File: config.mk
export PLATFORM = sky130hd
export DESIGN_NAME = display_frame_rate_governor_unit
export DESIGN_NICKNAME = d
export VERILOG_FILES = /design/src/design/dfrg_pkg.sv /design/src/design/display_frame_rate_governor_unit.sv /design/src/design/dfrg_ram.sv /design/src/design/dfrg_ctrl.sv /design/src/design/dfrg_dp.sv
export SDC_FILE = /design/constraint.sdc
export NUM_CORES = 1
export LEC_CHECK = 0
export BUFFER_PORTS_ARGS = -buffer_cell sky130_fd_sc_hd__buf_4
export CORE_ASPECT_RATIO = 0.75
export CORE_MARGIN = 2
export CORE_UTILIZATION = 55
export CTS_BUF_LIST = sky130_fd_sc_hd__clkbuf_4 sky130_fd_sc_hd__clkbuf_8
export DETAILED_ROUTE_END_ITERATION = 10
export PLACE_DENSITY = 0.72
export SETUP_SLACK_MARGIN = 0.05
export SLEW_MARGIN = 20
export SYNTH_ARGS = -nofsm -noshare
export SYNTH_HDL_FRONTEND = slang
export SYNTH_SLANG_ARGS = --single-unit
File: constraint.sdc
create_clock -name clk -period 6.41 [get_ports clk]
set_clock_uncertainty 0.15 [all_clocks]
set_input_delay 0.9615 -clock clk [delete_from_list [all_inputs] [get_ports clk]]
set_output_delay 0.9615 -clock clk [all_outputs]
set_load 0.01 [all_outputs]
File: src/design/dfrg_pkg.sv
// Shared constants, codes and handshake structs of the frame rate governor.
`timescale 1ns / 1ps
`default_nettype none

package dfrg_pkg;

  localparam int VIEW_SLOTS_DEF = 16;

  localparam int CMD_W   = 3;
  localparam int RATE_W  = 10;
  localparam int ID_W    = 16;
  localparam int STRAT_W = 2;
  localparam int HOLD_W  = 12;
  localparam int CFGR_W  = 9;
  localparam int VSYNC_W = 8;
  localparam int CFG_IDX_W  = 2;
  localparam int CFG_DATA_W = 12;

  localparam logic [HOLD_W-1:0] HOLD_DEF       = HOLD_W'(3000);
  localparam logic [CFGR_W-1:0] RATE_TOUCH_DEF = CFGR_W'(120);
  localparam logic [CFGR_W-1:0] RATE_IDLE_DEF  = CFGR_W'(60);
  localparam logic [VSYNC_W-1:0] VSYNC_MAX     = '1;

  localparam logic [CMD_W-1:0] CMD_SCROLL = 3'd0;
  localparam logic [CMD_W-1:0] CMD_VIDEO  = 3'd1;
  localparam logic [CMD_W-1:0] CMD_VSYNC  = 3'd2;
  localparam logic [CMD_W-1:0] CMD_TOUCH  = 3'd3;
  localparam logic [CMD_W-1:0] CMD_VIS    = 3'd4;
  localparam logic [CMD_W-1:0] CMD_TICK   = 3'd5;

  localparam logic [CFG_IDX_W-1:0] CFG_STRATEGY   = 2'd0;
  localparam logic [CFG_IDX_W-1:0] CFG_HOLD_MS    = 2'd1;
  localparam logic [CFG_IDX_W-1:0] CFG_TOUCH_RATE = 2'd2;
  localparam logic [CFG_IDX_W-1:0] CFG_IDLE_RATE  = 2'd3;

  localparam logic [STRAT_W-1:0] STRAT_NONE   = 2'd0;
  localparam logic [STRAT_W-1:0] STRAT_SCROLL = 2'd1;
  localparam logic [STRAT_W-1:0] STRAT_ALL    = 2'd2;

  typedef struct packed {
    logic latch;
    logic scan_step;
    logic apply;
  } dfrg_cmd_t;

  typedef struct packed {
    logic needs_scan;
    logic scan_last;
    logic out_free;
  } dfrg_sts_t;

endpackage

`default_nettype wire

File: src/design/display_frame_rate_governor_unit.sv
// Top level of the display frame rate governor.
// Each event is latched on accept and its result registered in the apply step; a visibility event
// under an enabled policy first scans the view table one slot per cycle through the id RAM read port.
// A new event is not accepted until the apply step of the last one is done; a stalled result
// holds the apply step and so the next accept.
// Reset: synchronous active-low rst_n clears state, valid bits and counters, loads defaults.
`timescale 1ns / 1ps
`default_nettype none

module display_frame_rate_governor_unit
  import dfrg_pkg::*;
#(
  parameter int VIEW_SLOTS = VIEW_SLOTS_DEF
) (
  input  wire logic                     clk,
  input  wire logic                     rst_n,
  input  wire logic                     cfg_wr_en,
  input  wire logic [CFG_IDX_W-1:0]     cfg_index,
  input  wire logic [CFG_DATA_W-1:0]    cfg_wdata,
  input  wire logic                     in_valid,
  output logic                          in_stall,
  input  wire logic [CMD_W-1:0]         in_cmd,
  input  wire logic signed [RATE_W-1:0] in_rate,
  input  wire logic                     in_flag,
  input  wire logic [ID_W-1:0]          in_view_id,
  output logic                          out_valid,
  input  wire logic                     out_stall,
  output logic                          out_rate_valid,
  output logic signed [RATE_W-1:0]      out_preferred_rate,
  output logic                          out_link_enable,
  output logic                          out_link_changed,
  output logic                          out_table_full
);

  dfrg_cmd_t cmd;
  dfrg_sts_t sts;

  dfrg_ctrl u_ctrl (
    .clk     (clk),
    .rst_n   (rst_n),
    .in_valid(in_valid),
    .in_stall(in_stall),
    .sts     (sts),
    .cmd     (cmd)
  );

  dfrg_dp #(
    .VIEW_SLOTS(VIEW_SLOTS)
  ) u_dp (
    .clk               (clk),
    .rst_n             (rst_n),
    .cfg_wr_en         (cfg_wr_en),
    .cfg_index         (cfg_index),
    .cfg_wdata         (cfg_wdata),
    .in_cmd            (in_cmd),
    .in_rate           (in_rate),
    .in_flag           (in_flag),
    .in_view_id        (in_view_id),
    .out_valid         (out_valid),
    .out_stall         (out_stall),
    .out_rate_valid    (out_rate_valid),
    .out_preferred_rate(out_preferred_rate),
    .out_link_enable   (out_link_enable),
    .out_link_changed  (out_link_changed),
    .out_table_full    (out_table_full),
    .cmd               (cmd),
    .sts               (sts)
  );

endmodule

`default_nettype wire

File: src/design/dfrg_ram.sv
// Generic single-write, single-read RAM with registered read data.
`timescale 1ns / 1ps
`default_nettype none

module dfrg_ram #(
  parameter int WIDTH = 16,
  parameter int DEPTH = 16,
  localparam int AW = (DEPTH > 1) ? $clog2(DEPTH) : 1
) (
  input  wire logic             clk,
  input  wire logic             we,
  input  wire logic [AW-1:0]    waddr,
  input  wire logic [WIDTH-1:0] wdata,
  input  wire logic [AW-1:0]    raddr,
  output logic      [WIDTH-1:0] rdata
);

  logic [WIDTH-1:0] mem [DEPTH];

  always_ff @(posedge clk) begin
    if (we) begin
      mem[waddr] <= wdata;
    end
    rdata <= mem[raddr];
  end

endmodule

`default_nettype wire

File: src/design/dfrg_ctrl.sv
// Controller state machine: accept, table scan, drain, result apply.
`timescale 1ns / 1ps
`default_nettype none

module dfrg_ctrl
  import dfrg_pkg::*;
(
  input  wire logic      clk,
  input  wire logic      rst_n,
  input  wire logic      in_valid,
  output logic           in_stall,
  input  wire dfrg_sts_t sts,
  output dfrg_cmd_t      cmd
);

  typedef enum logic [1:0] {
    ST_IDLE,
    ST_SCAN,
    ST_DRAIN,
    ST_APPLY
  } state_t;

  state_t state_r;

  assign in_stall = (state_r != ST_IDLE);

  always_comb begin
    cmd.latch     = (state_r == ST_IDLE) && in_valid;
    cmd.scan_step = (state_r == ST_SCAN);
    cmd.apply     = (state_r == ST_APPLY) && sts.out_free;
  end

  always_ff @(posedge clk) begin
    if (!rst_n) begin
      state_r <= ST_IDLE;
    end else begin
      unique case (state_r)
        ST_IDLE: begin
          if (in_valid) begin
            state_r <= sts.needs_scan ? ST_SCAN : ST_APPLY;
          end
        end
        ST_SCAN: begin
          if (sts.scan_last) begin
            state_r <= ST_DRAIN;
          end
        end
        ST_DRAIN: begin
          state_r <= ST_APPLY;
        end
        ST_APPLY: begin
          if (sts.out_free) begin
            state_r <= ST_IDLE;
          end
        end
        default: begin
          state_r <= ST_IDLE;
        end
      endcase
    end
  end

`ifndef SYNTHESIS
  a_apply_needs_room: assert property (@(posedge clk) disable iff (!rst_n)
    cmd.apply |-> sts.out_free)
    else $error("apply without room in output register");
`endif

endmodule

`default_nettype wire

File: src/design/dfrg_dp.sv
// Datapath: configuration, governor state, view table scan and result register.
`timescale 1ns / 1ps
`default_nettype none

module dfrg_dp
  import dfrg_pkg::*;
#(
  parameter int VIEW_SLOTS = VIEW_SLOTS_DEF,
  localparam int IDX_W = (VIEW_SLOTS > 1) ? $clog2(VIEW_SLOTS) : 1,
  localparam int CNT_W = $clog2(VIEW_SLOTS + 1)
) (
  input  wire logic                    clk,
  input  wire logic                    rst_n,
  input  wire logic                    cfg_wr_en,
  input  wire logic [CFG_IDX_W-1:0]    cfg_index,
  input  wire logic [CFG_DATA_W-1:0]   cfg_wdata,
  input  wire logic [CMD_W-1:0]        in_cmd,
  input  wire logic signed [RATE_W-1:0] in_rate,
  input  wire logic                    in_flag,
  input  wire logic [ID_W-1:0]         in_view_id,
  output logic                         out_valid,
  input  wire logic                    out_stall,
  output logic                         out_rate_valid,
  output logic signed [RATE_W-1:0]     out_preferred_rate,
  output logic                         out_link_enable,
  output logic                         out_link_changed,
  output logic                         out_table_full,
  input  wire dfrg_cmd_t               cmd,
  output dfrg_sts_t                    sts
);

  logic [STRAT_W-1:0] strategy_r;
  logic [HOLD_W-1:0]  hold_ms_r;
  logic [CFGR_W-1:0]  touch_rate_r;
  logic [CFGR_W-1:0]  idle_rate_r;

  logic signed [RATE_W-1:0] scroll_r, scroll_nxt;
  logic signed [RATE_W-1:0] video_r, video_nxt;
  logic [VSYNC_W-1:0]       vsync_r, vsync_nxt;
  logic                     touch_r, touch_nxt;
  logic [HOLD_W-1:0]        hold_r, hold_nxt;
  logic                     link_r, link_nxt;
  logic [CNT_W-1:0]         vis_cnt_r, vis_cnt_nxt;
  logic [VIEW_SLOTS-1:0]    vvalid_r;

  logic [CMD_W-1:0]         cmd_r;
  logic signed [RATE_W-1:0] rate_r;
  logic                     flag_r;
  logic [ID_W-1:0]          vid_r;

  logic [IDX_W-1:0] idx_r;
  logic [IDX_W-1:0] cmp_idx_r;
  logic             rd_pend_r;
  logic             found_r;
  logic [IDX_W-1:0] found_idx_r;
  logic             free_r;
  logic [IDX_W-1:0] free_idx_r;
  logic [ID_W-1:0]  ram_rdata;

  logic                     out_valid_r;
  logic                     out_rate_valid_r;
  logic signed [RATE_W-1:0] out_pref_r;
  logic                     out_link_r;
  logic                     out_changed_r;
  logic                     out_full_r;

  logic fling_ok, all_ok;
  logic do_update, full, ins, rem;
  logic signed [RATE_W-1:0] base_rate, cur_rate;

  assign fling_ok = (strategy_r == STRAT_SCROLL) || (strategy_r == STRAT_ALL);
  assign all_ok   = (strategy_r == STRAT_ALL);

  assign sts.needs_scan = (in_cmd == CMD_VIS) && fling_ok;
  assign sts.scan_last  = (idx_r == IDX_W'(VIEW_SLOTS - 1));
  assign sts.out_free   = !out_valid_r || !out_stall;

  dfrg_ram #(
    .WIDTH(ID_W),
    .DEPTH(VIEW_SLOTS)
  ) u_ids (
    .clk  (clk),
    .we   (ins),
    .waddr(free_idx_r),
    .wdata(vid_r),
    .raddr(idx_r),
    .rdata(ram_rdata)
  );

  always_comb begin
    scroll_nxt  = scroll_r;
    video_nxt   = video_r;
    vsync_nxt   = vsync_r;
    touch_nxt   = touch_r;
    hold_nxt    = hold_r;
    do_update   = 1'b0;
    full        = 1'b0;
    ins         = 1'b0;
    rem         = 1'b0;
    vis_cnt_nxt = vis_cnt_r;
    unique case (cmd_r)
      CMD_SCROLL: begin
        if (fling_ok && (scroll_r != rate_r)) begin
          scroll_nxt = rate_r;
          do_update  = 1'b1;
        end
      end
      CMD_VIDEO: begin
        if (all_ok && (video_r != rate_r)) begin
          video_nxt = rate_r;
          do_update = 1'b1;
        end
      end
      CMD_VSYNC: begin
        if (flag_r) begin
          if (vsync_r != VSYNC_MAX) begin
            vsync_nxt = vsync_r + VSYNC_W'(1);
          end
        end else if (vsync_r != '0) begin
          vsync_nxt = vsync_r - VSYNC_W'(1);
        end
        do_update = 1'b1;
      end
      CMD_TOUCH: begin
        if (all_ok && (touch_r != flag_r)) begin
          touch_nxt = flag_r;
          if (flag_r) begin
            do_update = 1'b1;
          end else if ((scroll_r == '0) && (vsync_r != '0)) begin
            hold_nxt = hold_ms_r;
          end
        end
      end
      CMD_VIS: begin
        if (fling_ok) begin
          if (flag_r) begin
            if (!found_r) begin
              if (free_r) begin
                ins = 1'b1;
              end else begin
                full = 1'b1;
              end
            end
          end else if (found_r) begin
            rem = 1'b1;
          end
          do_update = 1'b1;
        end
      end
      CMD_TICK: begin
        if (hold_r != '0) begin
          hold_nxt  = hold_r - HOLD_W'(1);
          do_update = (hold_r == HOLD_W'(1));
        end
      end
      default: begin
      end
    endcase
    if (ins) begin
      vis_cnt_nxt = vis_cnt_r + CNT_W'(1);
    end else if (rem) begin
      vis_cnt_nxt = vis_cnt_r - CNT_W'(1);
    end
    link_nxt = (vis_cnt_nxt != '0) && (vsync_nxt != '0);

    if (touch_nxt || (hold_nxt != '0)) begin
      base_rate = $signed({1'b0, touch_rate_r});
    end else if (video_nxt > 0) begin
      base_rate = video_nxt;
    end else begin
      base_rate = $signed({1'b0, idle_rate_r});
    end
    cur_rate = (scroll_nxt > 0) ? scroll_nxt : base_rate;
    if (video_nxt > cur_rate) begin
      cur_rate = video_nxt;
    end
  end

  always_ff @(posedge clk) begin
    if (!rst_n) begin
      strategy_r   <= STRAT_NONE;
      hold_ms_r    <= HOLD_DEF;
      touch_rate_r <= RATE_TOUCH_DEF;
      idle_rate_r  <= RATE_IDLE_DEF;
    end else if (cfg_wr_en) begin
      unique case (cfg_index)
        CFG_STRATEGY:   strategy_r   <= cfg_wdata[STRAT_W-1:0];
        CFG_HOLD_MS:    hold_ms_r    <= cfg_wdata[HOLD_W-1:0];
        CFG_TOUCH_RATE: touch_rate_r <= cfg_wdata[CFGR_W-1:0];
        CFG_IDLE_RATE:  idle_rate_r  <= cfg_wdata[CFGR_W-1:0];
        default: begin
        end
      endcase
    end
  end

  always_ff @(posedge clk) begin
    if (!rst_n) begin
      scroll_r  <= '0;
      video_r   <= '0;
      vsync_r   <= '0;
      touch_r   <= 1'b0;
      hold_r    <= '0;
      link_r    <= 1'b0;
      vis_cnt_r <= '0;
      vvalid_r  <= '0;
    end else if (cmd.apply) begin
      scroll_r  <= scroll_nxt;
      video_r   <= video_nxt;
      vsync_r   <= vsync_nxt;
      touch_r   <= touch_nxt;
      hold_r    <= hold_nxt;
      link_r    <= link_nxt;
      vis_cnt_r <= vis_cnt_nxt;
      if (ins) begin
        vvalid_r[free_idx_r] <= 1'b1;
      end
      if (rem) begin
        vvalid_r[found_idx_r] <= 1'b0;
      end
    end
  end

  always_ff @(posedge clk) begin
    if (cmd.latch) begin
      cmd_r  <= in_cmd;
      rate_r <= in_rate;
      flag_r <= in_flag;
      vid_r  <= in_view_id;
    end
  end

  always_ff @(posedge clk) begin
    if (!rst_n) begin
      idx_r     <= '0;
      rd_pend_r <= 1'b0;
      found_r   <= 1'b0;
      free_r    <= 1'b0;
    end else begin
      rd_pend_r <= cmd.scan_step;
      if (cmd.latch) begin
        idx_r   <= '0;
        found_r <= 1'b0;
        free_r  <= 1'b0;
      end else begin
        if (cmd.scan_step) begin
          idx_r <= idx_r + IDX_W'(1);
          if (!vvalid_r[idx_r] && !free_r) begin
            free_r <= 1'b1;
          end
        end
        if (rd_pend_r && vvalid_r[cmp_idx_r] && (ram_rdata == vid_r) && !found_r) begin
          found_r <= 1'b1;
        end
      end
    end
  end

  always_ff @(posedge clk) begin
    cmp_idx_r <= idx_r;
    if (cmd.scan_step && !vvalid_r[idx_r] && !free_r) begin
      free_idx_r <= idx_r;
    end
    if (rd_pend_r && vvalid_r[cmp_idx_r] && (ram_rdata == vid_r) && !found_r) begin
      found_idx_r <= cmp_idx_r;
    end
  end

  always_ff @(posedge clk) begin
    if (!rst_n) begin
      out_valid_r <= 1'b0;
    end else if (cmd.apply) begin
      out_valid_r <= 1'b1;
    end else if (!out_stall) begin
      out_valid_r <= 1'b0;
    end
  end

  always_ff @(posedge clk) begin
    if (cmd.apply) begin
      out_rate_valid_r <= do_update && link_nxt;
      out_pref_r       <= (do_update && link_nxt) ? cur_rate : '0;
      out_link_r       <= link_nxt;
      out_changed_r    <= (link_nxt != link_r);
      out_full_r       <= full;
    end
  end

  assign out_valid          = out_valid_r;
  assign out_rate_valid     = out_rate_valid_r;
  assign out_preferred_rate = out_pref_r;
  assign out_link_enable    = out_link_r;
  assign out_link_changed   = out_changed_r;
  assign out_table_full     = out_full_r;

`ifndef SYNTHESIS
  a_count_matches_valid: assert property (@(posedge clk) disable iff (!rst_n)
    $countones(vvalid_r) == int'(vis_cnt_r))
    else $error("visible count out of step with valid bits");
  a_link_state: assert property (@(posedge clk) disable iff (!rst_n)
    link_r == ((vis_cnt_r != '0) && (vsync_r != '0)))
    else $error("link state out of step with table and vsync count");
  a_full_drop: assert property (@(posedge clk) disable iff (!rst_n)
    (out_valid_r && out_full_r) |-> (vis_cnt_r == CNT_W'(VIEW_SLOTS)))
    else $error("insert dropped while table had room");
`endif

endmodule

`default_nettype wire
==> reports/results.ini <==
[status]
status=finished clean

[clock_tree]
root_buffer=clkbuf_8
clk_latency_ns=0.61
clockBufferDepth=3
clkSlewWorstSetupHoldPaths_ns=0.06
cts_made_buffers=68
htreeDepth=3
tritoncts=done
cts_num_sinks=433
cts_resized=0
cts_setup_buffers=0
cts-hold-fix-buffers=0

[setup_path]
rr_endpoint=u_dp.out_preferred_rate[7]
ff2ff_path_depth=21
required_ns=6.72
startpoint_type=flop
cp_common_cell=ha_1
crit_arrival_ns=6.26
path_class=reg2reg
reg2reg_from=u_dp.vsync_r[0]
ff2ff_setup_slack_ns=0.46
crit_chain=inv_1 > ha_1 > or4b_1 > o21ai_2 > buf_4 > o21ai_1 > a21boi_1 > a2111o_1 > or4_1 > nor3_1 > or2_1 > mux2_2 > ha_1 > a21o_1 > a211oi_1 > nand2b_1 > o21ai_0 > o21a_1 > nand2_1 > or3_1 > a21oi_1
crit_fanout=8
cp_slowest_cell=or4_1
end_kind=flop
cp_slowest_stage_delay_ns=0.72

[logic_synthesis]
synthesis.nets=1483
yosysTopAreaCell=edfxtp_1
syn_area_sq_um=18900
yosysMostFrequentCell=edfxtp_1
synth_async_sr_flop_share_pct=0
synth_edf_count=308
synthTopCellsByArea=edfxtp_1 49%, dfxtp_1 13%, mux4_2 10%
syn_inst=1410
ys_ff_latch=433
synth.avg_cell_area_sq_um=13.4
synthTopCellsByCount=308 x edfxtp_1, 132 x nor2_1, 125 x dfxtp_1, 121 x nand2_1, 88 x mux4_2
ys.flop_type=edfxtp_1
ys_warn_count=0
synth.distinct_cells=79
synth_top_cell_area_share_pct=48.9
ys_seq_area_share_pct=62.1

[worst_hold_path]
whs_path_depth=2
worstHoldStart=u_dp.touch_rate_r[8]
hold_class=reg2reg
whs_endpoint=u_dp.touch_rate_r[8]

[route]
drt-pass1-iter-count=6
wl_per_cell_um=22.8
dr_total_vias=12433
vias_per_cell=6.22
ant_nets=0
drc=0
drt-initial-drc-count=1562
routed_wl_um=45500

[timing]
final_hold_viol_count=0
drv_slew=0
slew_headroom_pct=31.9
post-route-period-util_pct=92.8
fmax_mhz=168
fin_crit_ns=5.95
rsz0062_at_grt=false
holdWs_ns=0.309
worst_slew_pin_slew_ns=1.02
setup_tns_ns=0
finalSetupViolCount=0

[floorplanning]
rows=58
die_h_um=165
core_sq_um=33700
die_area_sq_um=35900
die_width_um=218
start_util_pct=56.2
num_io_pins=65

[finish]
synthToLayoutAreaGrowth_pct=12.6
drive_above_1_share_pct=22.5
antenna_cells=0
final_nets=1572

[run]
drv_cap=0

[global_routing]
grt_overflow_total=0
grt_max_degree=68
antenna_found_initial=0
grt_pass1_wl_um=69400
grt_pass1_vias=11764
globalRouteTotalUtil_pct=25.8

[power_and_ir_drop]
power_frac_clock_pct=30.1
cellPowerDensity_nw_per_um2=355
comb_power_share_pct=23.3
total_power_mw=7.55
switching_share_pct=31.1
p_seq_share_pct=46.6
vdd_drop_max_uv=256
internal_power_mw=5.20
p_leak_nw=7.21
p_sw_mw=2.35

[placed_design]
globalplace.congestion=0.914
port_buffers=64
hpwl_um=29300

-- critical path, delay by kind of cell, from the launching register on --
kind | cells | cell delay (ns)
AO/OA/AOI/OAI | 9 | 2.23
adder cells (fa/ha/maj) | 2 | 0.50
AND/OR/NAND/NOR | 7 | 1.97
buffers and inverters | 2 | 0.35
multiplexers | 1 | 0.14
flip-flops | 1 | 0.47
-- placed cells by master, fill, tap and decap left out, types with 23 or more instances in the layout --
| cell type | count |
|---|---|
| a21oi_1 | 77 |
| nand3_1 | 35 |
| nor2_1 | 119 |
| edfxtp_1 | 308 |
| xor2_1 | 28 |
| ha_1 | 24 |
| dfxtp_1 | 123 |
| buf_4 | 97 |
| mux2i_1 | 28 |
| clkbuf_8 | 70 |
| nand2_1 | 121 |
| mux4_2 | 88 |
| clkbuf_4 | 23 |
| nor3_1 | 40 |
| o21ai_0 | 33 |
-- metal layers --
layer	share of wire, %	GRT usage (%)
met1	45	40.7
met2	42	35.3
met3	10	6.10
met4	1.9	8.04
met5	0	0
-- worst max path at each step --
stage / endpoint / cells after the start / startpoint
after floorplan: u_dp.out_preferred_rate[6] / 22 / u_dp.vsync_r[0]
after global placement: u_dp.out_preferred_rate[6] / 20 / u_dp.vsync_r[0]
after detailed placement: u_dp.out_preferred_rate[7] / 20 / u_dp.vsync_r[0]
after CTS: u_dp.out_preferred_rate[7] / 20 / u_dp.vsync_r[0]
after global routing: u_dp.out_preferred_rate[7] / 21 / u_dp.vsync_r[0]
final: u_dp.out_preferred_rate[7] / 21 / u_dp.vsync_r[0]
-- per-stage QoR --
step                      utilization, %  instances  area [sq um]  worst slack (ns)
after global routing                63.2       1999         21300            0.0807
after detailed placement            59.3       1879         20000             0.478
final                               63.2       1999         21300             0.463
after global placement              59.3       1879         20000             0.739
after floorplan                        -       1410         18900              1.31
after CTS                           63.2       1999         21300             0.397
-- flip-flops by register name, summed over array words and instances (netlist names), 3 cells and up --
name / count
u_dp.found_idx_r: 4
u_dp.hold_ms_r: 12
u_dp.vis_cnt_r: 5
u_dp.u_ids.mem: 256
u_dp.cmd_r: 3
u_dp.idx_r: 4
u_dp.u_ids.rdata: 16
u_dp.vid_r: 16
u_dp.rate_r: 10
u_dp.touch_rate_r: 9
u_dp.idle_rate_r: 9
u_dp.vvalid_r: 16
u_dp.scroll_r: 10
u_dp.video_r: 10
u_dp.cmp_idx_r: 4
u_dp.vsync_r: 8
u_dp.free_idx_r: 4
u_dp.out_preferred_rate: 10
u_dp.hold_r: 12
-- power by group through the flow --
stage,Clock [mW],Combinational (mW),Sequential [mW]
detailed placement,0,1.72,3.57
global route,2.43,1.91,3.55
floorplan,0,1.34,3.43
CTS,2.32,1.73,3.52
finish,2.27,1.76,3.52
global placement,0,1.71,3.56
-- kinds of logic (layout without fill, tap and decap cells) --
kind of cell,Yosys count,in the layout,share of synthesized area [%]
xor gates and xnor gates,50,50,2.32
buffers and inverters,102,241,2.11
muxes,129,129,12.7
other,1,1,0.0198
DFF,433,433,62.1
and+or+nand+nor,446,446,11.4
AOI/OAI and AO/OA,225,225,7.72
adders and majority gates,24,24,1.59
-- cell type report --
class | instances | area, sq um
timing repair buffer | 97 | 728
tap | 450 | 563
fill | 2524 | 12400
sequential | 433 | 11800
clock inverter | 27 | 169
multi-input combinational | 875 | 6840
clock buffer | 93 | 1140
inverter | 24 | 90.1
(Power assumes the default switching activity.)
